--- config.mk ---
export PLATFORM = sky130hd
export DESIGN_NAME = lpmr_fifo
export DESIGN_NICKNAME = d
export VERILOG_FILES = /design/src/rtl/lpmr_pkg.sv /design/src/rtl/lpmr_fifo.sv
export SDC_FILE = /design/constraint.sdc
export NUM_CORES = 1
export LEC_CHECK = 0
export ABC_AREA = 1
export BUFFER_PORTS_ARGS = -buffer_cell sky130_fd_sc_hd__buf_4
export CORE_ASPECT_RATIO = 1.25
export CORE_MARGIN = 2
export CORE_UTILIZATION = 46
export DETAILED_ROUTE_END_ITERATION = 10
export PLACE_DENSITY = 0.8
export SYNTH_ARGS = -nofsm -noshare
export SYNTH_HDL_FRONTEND = slang
export SYNTH_SLANG_ARGS = --single-unit
--- constraint.sdc ---
create_clock -name clk_i -period 2.5 [get_ports clk_i]
set_input_delay 0.75 -clock clk_i [delete_from_list [all_inputs] [get_ports clk_i]]
set_output_delay 0.75 -clock clk_i [all_outputs]
set_load 0.01 [all_outputs]
--- src/rtl/lpmr_pkg.sv ---
// Shared types and constants for the length-prefixed message ring.
// Used by the channel interfaces and every module of the block but lpmr_ram; depends on nothing.
package lpmr_pkg;

  localparam int RingBytes = 4096;

  localparam int KindW   = 2;
  localparam int WLenW   = 12;
  localparam int DataW   = 8;
  localparam int MaxLenW = 13;
  localparam int StatusW = 3;
  localparam int HdrBytes = 4;
  localparam int HdrW    = 8 * HdrBytes;

  // header bytes plus the one byte always kept free
  localparam int HdrSlack = HdrBytes + 1;

  localparam int QDepth = 2;
  localparam int QAw    = $clog2(QDepth);

  typedef enum logic [KindW-1:0] {
    OpWrHdr  = 2'd0,
    OpWrByte = 2'd1,
    OpRdHdr  = 2'd2,
    OpRdByte = 2'd3
  } op_e;

  typedef enum logic [StatusW-1:0] {
    StOk       = 3'd0,
    StEmpty    = 3'd1,
    StTooLong  = 3'd2,
    StTooLarge = 3'd3,
    StNoSpace  = 3'd4,
    StSeqErr   = 3'd5
  } status_e;

  typedef struct packed {
    op_e                op;
    logic               too_large;
    logic [WLenW-1:0]   write_length;
    logic [DataW-1:0]   data_in;
    logic [MaxLenW-1:0] max_length;
  } cmd_t;

endpackage

--- src/rtl/lpmr_fifo.sv ---
// Short command queue between the front end and the ring engine.
// Depends on lpmr_pkg for the command type and depth.
module lpmr_fifo (
  input  logic           clk_i,
  input  logic           rst_ni,
  input  logic           push_valid_i,
  input  lpmr_pkg::cmd_t push_data_i,
  output logic           push_ready_o,
  output logic           pop_valid_o,
  output lpmr_pkg::cmd_t pop_data_o,
  input  logic           pop_ready_i
);

  lpmr_pkg::cmd_t              mem_q [lpmr_pkg::QDepth];
  logic [lpmr_pkg::QAw-1:0]    wptr_q;
  logic [lpmr_pkg::QAw-1:0]    rptr_q;
  logic [lpmr_pkg::QAw:0]      cnt_q;
  logic                        push;
  logic                        pop;

  assign push_ready_o = cnt_q != (lpmr_pkg::QAw + 1)'(lpmr_pkg::QDepth);
  assign pop_valid_o  = cnt_q != '0;
  assign pop_data_o   = mem_q[rptr_q];
  assign push         = push_valid_i && push_ready_o;
  assign pop          = pop_valid_o && pop_ready_i;

  function automatic logic [lpmr_pkg::QAw-1:0] wrap(input logic [lpmr_pkg::QAw-1:0] p);
    wrap = (p == lpmr_pkg::QAw'(lpmr_pkg::QDepth - 1)) ? '0 : p + 1'b1;
  endfunction

  always_ff @(posedge clk_i or negedge rst_ni) begin
    if (!rst_ni) begin
      wptr_q <= '0;
      rptr_q <= '0;
      cnt_q  <= '0;
    end else begin
      if (push) begin
        wptr_q <= wrap(wptr_q);
      end
      if (pop) begin
        rptr_q <= wrap(rptr_q);
      end
      if (push && !pop) begin
        cnt_q <= cnt_q + 1'b1;
      end else if (pop && !push) begin
        cnt_q <= cnt_q - 1'b1;
      end
    end
  end

  always_ff @(posedge clk_i) begin
    if (push) begin
      mem_q[wptr_q] <= push_data_i;
    end
  end

endmodule

==> results_dict.tcl <==
set metrics [dict create \
    netlist_area_um2 2860 \
    layout_common_cells "nand2_1, buf_4, edfxtp_1" \
    skew_ns 0.00704 \
    n_antenna_cell 0 \
    cts_sinks 76 \
    netlist_instances 216 \
    cts-root-buf "clkbuf_8" \
    fin_area_um2 3710 \
    ctsResizeCount 0 \
    cp.required_ns 1.75 \
    clkSlewWorstSetupHoldPaths_ns 0.07 \
    critPathSlowestCell "inv_2" \
    period_share 0.911 \
    cts_tree "yes" \
    crit_path_start_kind "register" \
    max_stage_delay_ns 0.46 \
    wl_met2_mm 2.64 \
    synth_top_area_share 0.757 \
    worst-r2r-setup-slack_ns 0.92 \
    drive_gt1_frac 0.319 \
    cts_buffers 9 \
    fin_nets 341 \
    fill_cells 478 \
    io_pins 78 \
    ctsHoldBuffers 0 \
    p_per_area_nw_per_um2 1130 \
    wl_met1_mm 1.73 \
    hold_viol 0 \
    clock_latency_ns 0.33 \
    wl_met3_um 308 \
    row_count 32 \
    post_dp_cell_area_um2 3520 \
    fin_crit_ns 2.28 \
    critPathTopFamily "buffers and inverters" \
    fp.dieH_um 92.1 \
    seq_area_um2 2260 \
    cts_buffer_depth 2 \
    top_layer_used "met4" \
    vias 1738 \
    crit_buf_inv 2 \
    leakage_nw 1.60 \
    wl_per_cell_um 12.3 \
    initial_utilization 0.470 \
    ys_seq_area_frac 0.792 \
    drt-initial-drc-count 133 \
    multi_input_area_um2 517 \
    yosys_warnings 0 \
    crit_fanout 37 \
    core_um2 6090 \
    ir_worst_vdd_mv 0.620 \
    hold_path_class "in -> async" \
    drt_wl_total_mm 4.77 \
    synth.avg_cell_area_um2 13.2 \
    dp_hpwl_mm 3.16 \
    synth_area_leaders "edfxtp_1, nand2_1, dfrtp_1" \
    route.detailed.drc 0 \
    status "finished, final reports clean" \
    critPathKind "reg -> out" \
    drv_cap 0 \
    startpoint "rptr_q" \
    synth.net_count 257 \
    ant_nets 0 \
    gp_congestion 0.735 \
    ys_types 14 \
    syn_to_final_growth_pct 29.7 \
    dieArea_um2 6860 \
    endpoint_kind "primary output" \
    io_buffers 77 \
    cp_common_cell "nand2_1" \
    setup_viol 0 \
    grt_first_pass_wirelength_mm 7.41 \
    grt_antenna_before_repair 0 \
    htree_levels 3 \
    drv_slew 0 \
    worst_ep_arrival_time_ns 1.53 \
    via_per_inst 4.47 \
    fmax_mhz 439 \
    slew_headroom 0.591 \
    grt_usage 0.151 \
    grt_max_degree 38 \
    grt_overflow_total 0 \
    rsz0062_at_grt "no" \
    cts_setup_buffers 0 \
    reg2reg_from "cnt_q[0]" \
    ys_ff_latch 76 \
    drt_pass1_iterations 4 \
    worst_slew_pin_slew_ns 0.613 \
    fp.dieW_um 74.5 \
    synth_top_cell_by_area "edfxtp_1" \
    layout_commonest_cell "nand2_1" \
    p_total_mw 4.21 \
    crit_chain "inv_2, nand2_1, nand2_1, buf_4" \
    grt_pass1_vias 1580 \
]
-- area by class of cell --
type / instances / share of cell area
Sequential cell: 76 / 0.610
Timing Repair Buffer: 80 / 0.165
Multi-Input combinational cell: 126 / 0.139
Clock buffer: 10 / 0.0344
Tap cell: 85 / 0.0287
Clock inverter: 5 / 0.0145
Inverter: 7 / 0.00709
-- logic make-up after synthesis --
| group | count (synthesis) | synth area share |
|---|---|---|
| simple gates | 123 | 0.165 |
| buf+inv | 14 | 0.0328 |
| flops | 76 | 0.792 |
| xor+xnor | 2 | 0.00613 |
| fa+ha+maj | 1 | 0.00438 |
-- final timing paths --
path                            endpoint  cells after the start
max                        pop_data_o[0]                      4
min                               wptr_q                      1
max reg2reg                 mem_q[1][14]                      5
min reg2reg                     cnt_q[0]                      1
max in group asynchronous         rptr_q                      1
min in group clk_i              cnt_q[0]                      1
-- cells in the mapped netlist, drive strengths merged --
cell type / number
nand2: 118
edfxtp: 72
buf: 7
inv: 7
dfrtp: 4
nand3: 2
nor2: 2
ha: 1
nand4: 1
xnor2: 1
xor2: 1
-- through the flow --
stage                     TNS [ns]  setup slack [ns]  utilization  hold WS (ns)  instances
after floorplan             -19.71            -0.274            -         0.454        216
after global placement           0             0.588        0.579         0.485        374
after detailed placement         0             0.534        0.579         0.504        374
after CTS                        0             0.156        0.609         0.185        389
after global routing             0            0.0472        0.609         0.179        389
final                            0             0.222        0.609         0.206        389
-- sequential cells by signal, indices dropped and copies added, names as in the netlist --
| name | cells |
|---|---|
| cnt_q | 2 |
| wptr_q | 1 |
| mem_q | 72 |
| rptr_q | 1 |
-- report_power, final --
group / switching [mW] / internal, mW
clock network: 0.392 / 0.450
registers: 0.0815 / 1.74
logic: 0.897 / 0.642
total: 1.37 / 2.84
-- worst register-to-register path, cell delays in order (launching register included) --
cell,delay (ns)
dfrtp_1,0.38
inv_1,0.09
nand2_2,0.08
nand2_2,0.11
nor2_4,0.36
buf_12,0.25
-- metal layers --
metal / vias to the layer above / track usage
met5: - / 0
met4: 0 / 0.0982
met3: 7 / 0.0319
met2: 52 / 0.251
met1: 792 / 0.169
li1: 887 / -
No activity file was read; power rests on OpenSTA's default activity.
