===== config.mk =====
export PLATFORM = sky130hd
export DESIGN_NAME = lpmr_front_flat
export DESIGN_NICKNAME = d
export VERILOG_FILES = /design/src/rtl/lpmr_pkg.sv /design/src/rtl/lpmr_if.sv /design/src/rtl/lpmr_front.sv /design/src/flat_wrapper.sv
export SDC_FILE = /design/constraint.sdc
export NUM_CORES = 1
export LEC_CHECK = 0
export ABC_CLOCK_PERIOD_IN_PS = 5300
export BUFFER_PORTS_ARGS = -buffer_cell sky130_fd_sc_hd__buf_2
export CAP_MARGIN = 20
export CORE_MARGIN = 10
export CORE_UTILIZATION = 43
export CTS_CLUSTER_SIZE = 28
export DETAILED_ROUTE_END_ITERATION = 8
export PLACE_DENSITY = 0.88
export SLEW_MARGIN = 20
export SYNTH_ARGS = -nofsm -noshare
export SYNTH_HDL_FRONTEND = slang
export SYNTH_SLANG_ARGS = --single-unit
export TNS_END_PERCENT = 50

===== constraint.sdc =====
create_clock -name clk_i -period 5.3 [get_ports clk_i]
set_clock_uncertainty 0.1 [all_clocks]
set_input_delay 0.265 -clock clk_i [delete_from_list [all_inputs] [get_ports clk_i]]
set_output_delay 0.265 -clock clk_i [all_outputs]
set_load 0.01 [all_outputs]

===== src/rtl/lpmr_pkg.sv =====
// Shared types and constants for the length-prefixed message ring.
// Used by the channel interfaces and every module of the block but lpmr_ram; depends on nothing.
package lpmr_pkg;

  localparam int RingBytes = 4096;

  localparam int KindW   = 2;
  localparam int WLenW   = 12;
  localparam int DataW   = 8;
  localparam int MaxLenW = 13;
  localparam int StatusW = 3;
  localparam int HdrBytes = 4;
  localparam int HdrW    = 8 * HdrBytes;

  // header bytes plus the one byte always kept free
  localparam int HdrSlack = HdrBytes + 1;

  localparam int QDepth = 2;
  localparam int QAw    = $clog2(QDepth);

  typedef enum logic [KindW-1:0] {
    OpWrHdr  = 2'd0,
    OpWrByte = 2'd1,
    OpRdHdr  = 2'd2,
    OpRdByte = 2'd3
  } op_e;

  typedef enum logic [StatusW-1:0] {
    StOk       = 3'd0,
    StEmpty    = 3'd1,
    StTooLong  = 3'd2,
    StTooLarge = 3'd3,
    StNoSpace  = 3'd4,
    StSeqErr   = 3'd5
  } status_e;

  typedef struct packed {
    op_e                op;
    logic               too_large;
    logic [WLenW-1:0]   write_length;
    logic [DataW-1:0]   data_in;
    logic [MaxLenW-1:0] max_length;
  } cmd_t;

endpackage


===== src/rtl/lpmr_if.sv =====
// Valid/ready channel interfaces for the request and response sides of the ring.
// Depends on lpmr_pkg for the field widths.
interface lpmr_req_if;
  logic                         valid;
  logic                         ready;
  logic [lpmr_pkg::KindW-1:0]   kind;
  logic [lpmr_pkg::WLenW-1:0]   write_length;
  logic [lpmr_pkg::DataW-1:0]   data_in;
  logic [lpmr_pkg::MaxLenW-1:0] max_length;

  modport source (output valid, kind, write_length, data_in, max_length, input ready);
  modport sink (input valid, kind, write_length, data_in, max_length, output ready);
endinterface



===== src/rtl/lpmr_front.sv =====
// Front end: takes request items, decodes the kind and flags oversize write headers.
// Depends on lpmr_pkg and lpmr_req_if.
module lpmr_front #(
  parameter int RING_BYTES = lpmr_pkg::RingBytes
) (
  input  logic           clk_i,
  input  logic           rst_ni,
  lpmr_req_if.sink       req_i,
  output logic           cmd_valid_o,
  output lpmr_pkg::cmd_t cmd_o,
  input  logic           cmd_ready_i
);

  localparam int PW = $clog2(RING_BYTES);
  localparam int TW = (PW > lpmr_pkg::WLenW) ? PW : lpmr_pkg::WLenW;

  logic           cmd_valid_q;
  lpmr_pkg::cmd_t cmd_q;
  lpmr_pkg::cmd_t cmd_d;
  logic           accept;

  assign req_i.ready = !cmd_valid_q || cmd_ready_i;
  assign accept      = req_i.valid && req_i.ready;

  always_comb begin
    cmd_d.op           = lpmr_pkg::op_e'(req_i.kind);
    cmd_d.too_large    = TW'(req_i.write_length) > TW'(RING_BYTES / 2);
    cmd_d.write_length = req_i.write_length;
    cmd_d.data_in      = req_i.data_in;
    cmd_d.max_length   = req_i.max_length;
  end

  always_ff @(posedge clk_i or negedge rst_ni) begin
    if (!rst_ni) begin
      cmd_valid_q <= 1'b0;
    end else if (accept) begin
      cmd_valid_q <= 1'b1;
    end else if (cmd_ready_i) begin
      cmd_valid_q <= 1'b0;
    end
  end

  always_ff @(posedge clk_i) begin
    if (accept) begin
      cmd_q <= cmd_d;
    end
  end

  assign cmd_valid_o = cmd_valid_q;
  assign cmd_o       = cmd_q;

endmodule


===== src/flat_wrapper.sv =====
// flat-port wrapper written by rule: the top's interface ports become plain ports
module lpmr_front_flat 
#(
  parameter int RING_BYTES = lpmr_pkg::RingBytes
)
  (clk_i, rst_ni, cmd_valid_o, cmd_o, cmd_ready_i, req_i_valid, req_i_kind, req_i_write_length, req_i_data_in, req_i_max_length, req_i_ready);
  lpmr_req_if req_i_i ();
  input  logic clk_i;
  input  logic rst_ni;
  output logic cmd_valid_o;
  output lpmr_pkg::cmd_t cmd_o;
  input  logic cmd_ready_i;
  input wire logic [$bits(req_i_i.valid)-1:0] req_i_valid;
  input wire logic [$bits(req_i_i.kind)-1:0] req_i_kind;
  input wire logic [$bits(req_i_i.write_length)-1:0] req_i_write_length;
  input wire logic [$bits(req_i_i.data_in)-1:0] req_i_data_in;
  input wire logic [$bits(req_i_i.max_length)-1:0] req_i_max_length;
  output wire logic [$bits(req_i_i.ready)-1:0] req_i_ready;
  assign req_i_i.valid = req_i_valid;
  assign req_i_i.kind = req_i_kind;
  assign req_i_i.write_length = req_i_write_length;
  assign req_i_i.data_in = req_i_data_in;
  assign req_i_i.max_length = req_i_max_length;
  assign req_i_ready = req_i_i.ready;
  lpmr_front #(.RING_BYTES(RING_BYTES)) u_core (.clk_i(clk_i), .rst_ni(rst_ni), .req_i(req_i_i), .cmd_valid_o(cmd_valid_o), .cmd_o(cmd_o), .cmd_ready_i(cmd_ready_i));
endmodule

==> run summary <==
================================================================================
Setup Viol. Count Final                                                        0
Drt initial violations                                                        22
CTS tree                                                                    done
Number of distinct library cells after synthesis                               8
Global-route wire length before repair                                   4930 um
Number of antenna repair diodes                                                0
Clk sink count                                                                37
Deepest clock path buffer count                                                2
Endpoint type of the worst setup path                                  flip-flop
Register bit total from synthesis                                             37
Wire length per cell                                                     20.0 um
Startpoint types                                                       flip-flop
Total design power                                                    0.000539 W
Fraction of final layout cells with drive strength greater than 1          0.583
Number of cells produced by synthesis                                         45
Critical Path AT                                                         1850 ps
Netlist area before placement                                        0.00115 mm2
Final global-route overflow total                                              0
Die W                                                                    71.8 um
Vertical die dimension                                                   71.8 um
Setup TNS Final                                                             0 ps
Number of instances resized during post-cts repair                             0
Max Fclk                                                                 517 MHz
Critical path, cell by cell                                         nand2b_1, and2_1, buf_4
Outcome                                                                completed
Global-route usage over all layers                                         0.128
Top library cells by usage in the layout, fill and taps aside       76 x buf_2, 36 x edfxtp_1, 14 x dlygate4sd3_1, 5 x clkbuf_4
Required time reported for the critical path endpoint                    5210 ps
Count of unresolved DRC violations after routing                               0
Post-detailed-placement half-perimeter wirelength                        2280 um
Inst Count DP                                                                152
Inserted Clock Buffers                                                         5
Slew Viols, Final                                                              0
Final WS setup                                                           3370 ps
I/O pin count                                                                 77
WL final                                                                 3480 um
Clock Latency Late Sink                                                   320 ps
Antenna violations before repair                                               0
Post-synthesis net count                                                      84
Quantity of I/O buffers inserted on ports                                     76
Worst slew pin tran                                                       710 ps
Via count of the first global-routing pass                                   947
Endpoints failing hold                                                         0
Pre-CTS WS                                                               3420 ps
Overall via count from detail_route                                          845
First-pass iteration count of the detailed router                              2
Critical path class                                                 flip-flop to flip-flop
Delay of the slowest cell on the worst path                               600 ps
Syn avg cell area                                                       25.6 um2
Critical Path Fanout Max                                                      20
Power Dens Cells                                                      304 mW/mm2
Portion of the post-synthesis area used by sequential elements             0.960
Rel. slew slack                                                            0.527
HP Class                                                            input pin to flip-flop
Final cell count without fillers                                             174
Starting density of the core                                               0.457
Static power due to leakage                                             0.764 nW
# nets final                                                                 182
Pin count of the biggest net entering global routing                          21
Detail Route Antenna Nets                                                      0
Mean number of vias per cell                                                4.86
H-tree level count                                                             2
Die footprint                                                        0.00515 mm2
Setup repair after global routing missed its margin                        false
Peak supply drop                                                        0.250 mV
Synth-to-Final Area Change                                                 53.5%
Crit share post-route                                                      0.365
Number of warnings printed during yosys synthesis                              0
Final critical path time including I/O delays and setup                  1930 ps
Clock Pin Slew Worst Setup and Hold Paths                                 100 ps
Floorplan core area                                                  0.00252 mm2
Number of maximum-capacitance constraint violations                            0
Commonest non-fill, non-tap cell in the layout                             buf_2
Cell with the largest stage delay on the worst path                       and2_1
Cell chosen for the clock root                                          clkbuf_4
Number of standard-cell rows in the floorplan                                 18
Placer's final routability congestion estimate                             0.663
================================================================================
layer usage:
layer  global-route usage  part of all wire
met5                    0                 0
met4               0.0581             0.024
met3               0.0992              0.17
met2                0.206              0.48
met1                0.118              0.32
sequential cells by signal, summed over array words and instances, names as in the netlist:
signal	count
u_core.cmd_valid_o	1
u_core.cmd_o	36
final timing paths:
path | from | end | slack (ps) | cells after the start
setup / recovery | u_core.cmd_valid_o | u_core.cmd_o[17] | 3370 | 3
hold / removal | req_i_kind[0] | u_core.cmd_o[34] | 20 | 1
min in group asynchronous | rst_ni | u_core.cmd_valid_o | 120 | 2
setup reg to reg | u_core.cmd_valid_o | u_core.cmd_o[17] | 3370 | 3
max in group asynchronous | rst_ni | u_core.cmd_valid_o | 4890 | 2
hold reg to reg | u_core.cmd_valid_o | u_core.cmd_valid_o | 510 | 2
logic make-up (layout without fill, tap and decap cells):
family,Yosys count,after routing,share of synthesized area
buffers and inverters,1,100,0.00325
AND/OR/NAND/NOR,6,6,0.0315
AO/OA/AOI/OAI,1,1,0.00543
flip-flops,37,37,0.960
Yosys cell counts:
cell type / n / area, um2
dfrtp_1: 1 / 25.0
nor3_1: 1 / 5.00
edfxtp_1: 36 / 1080
and2_1: 1 / 6.26
nand2b_1: 2 / 12.5
nor4_1: 2 / 12.5
a31oi_1: 1 / 6.26
inv_1: 1 / 3.75
critical path, delay by kind of cell (launching register included):
kind,cells,cell delay [ps]
simple gates,2,720
flops,1,400
buf+inv,1,390
stage by stage:
| stage | util | cell area (um2) | hold WS, ps |
|---|---|---|---|
| 2_1_floorplan | - | 1150 | -131 |
| 5_1_grt | 0.701 | 1770 | 1.59 |
| 6_report | 0.701 | 1770 | 17.7 |
| 4_1_cts | 0.686 | 1730 | 0.153 |
| 3_3_place_gp | 0.625 | 1580 | -60.4 |
| 3_5_place_dp | 0.625 | 1580 | -59.5 |
layout make-up:
class / instances / area, um2
clock buffers: 6 / 41.3
clock inverters: 2 / 10.0
fillers: 171 / 753
inverters: 1 / 3.75
multi-input cells: 7 / 42.5
flip-flops and latches: 37 / 1110
well taps: 30 / 37.5
repair buffers: 91 / 528
where the power goes:
group | total [W] | switching, W | internal, W
clock network | 0.000135 | 0.0000844 | 0.0000506
logic | 0.0000597 | 0.0000313 | 0.0000283
registers | 0.000344 | 0.00000388 | 0.000340
timing repair:
| action | in CTS | in global routing |
|---|---|---|
| hold buffers | 10 | 4 |
| hold endpoints to repair | 10 | 4 |
| setup buffers | 0 | 0 |
No activity file was read; power rests on OpenSTA's default activity.
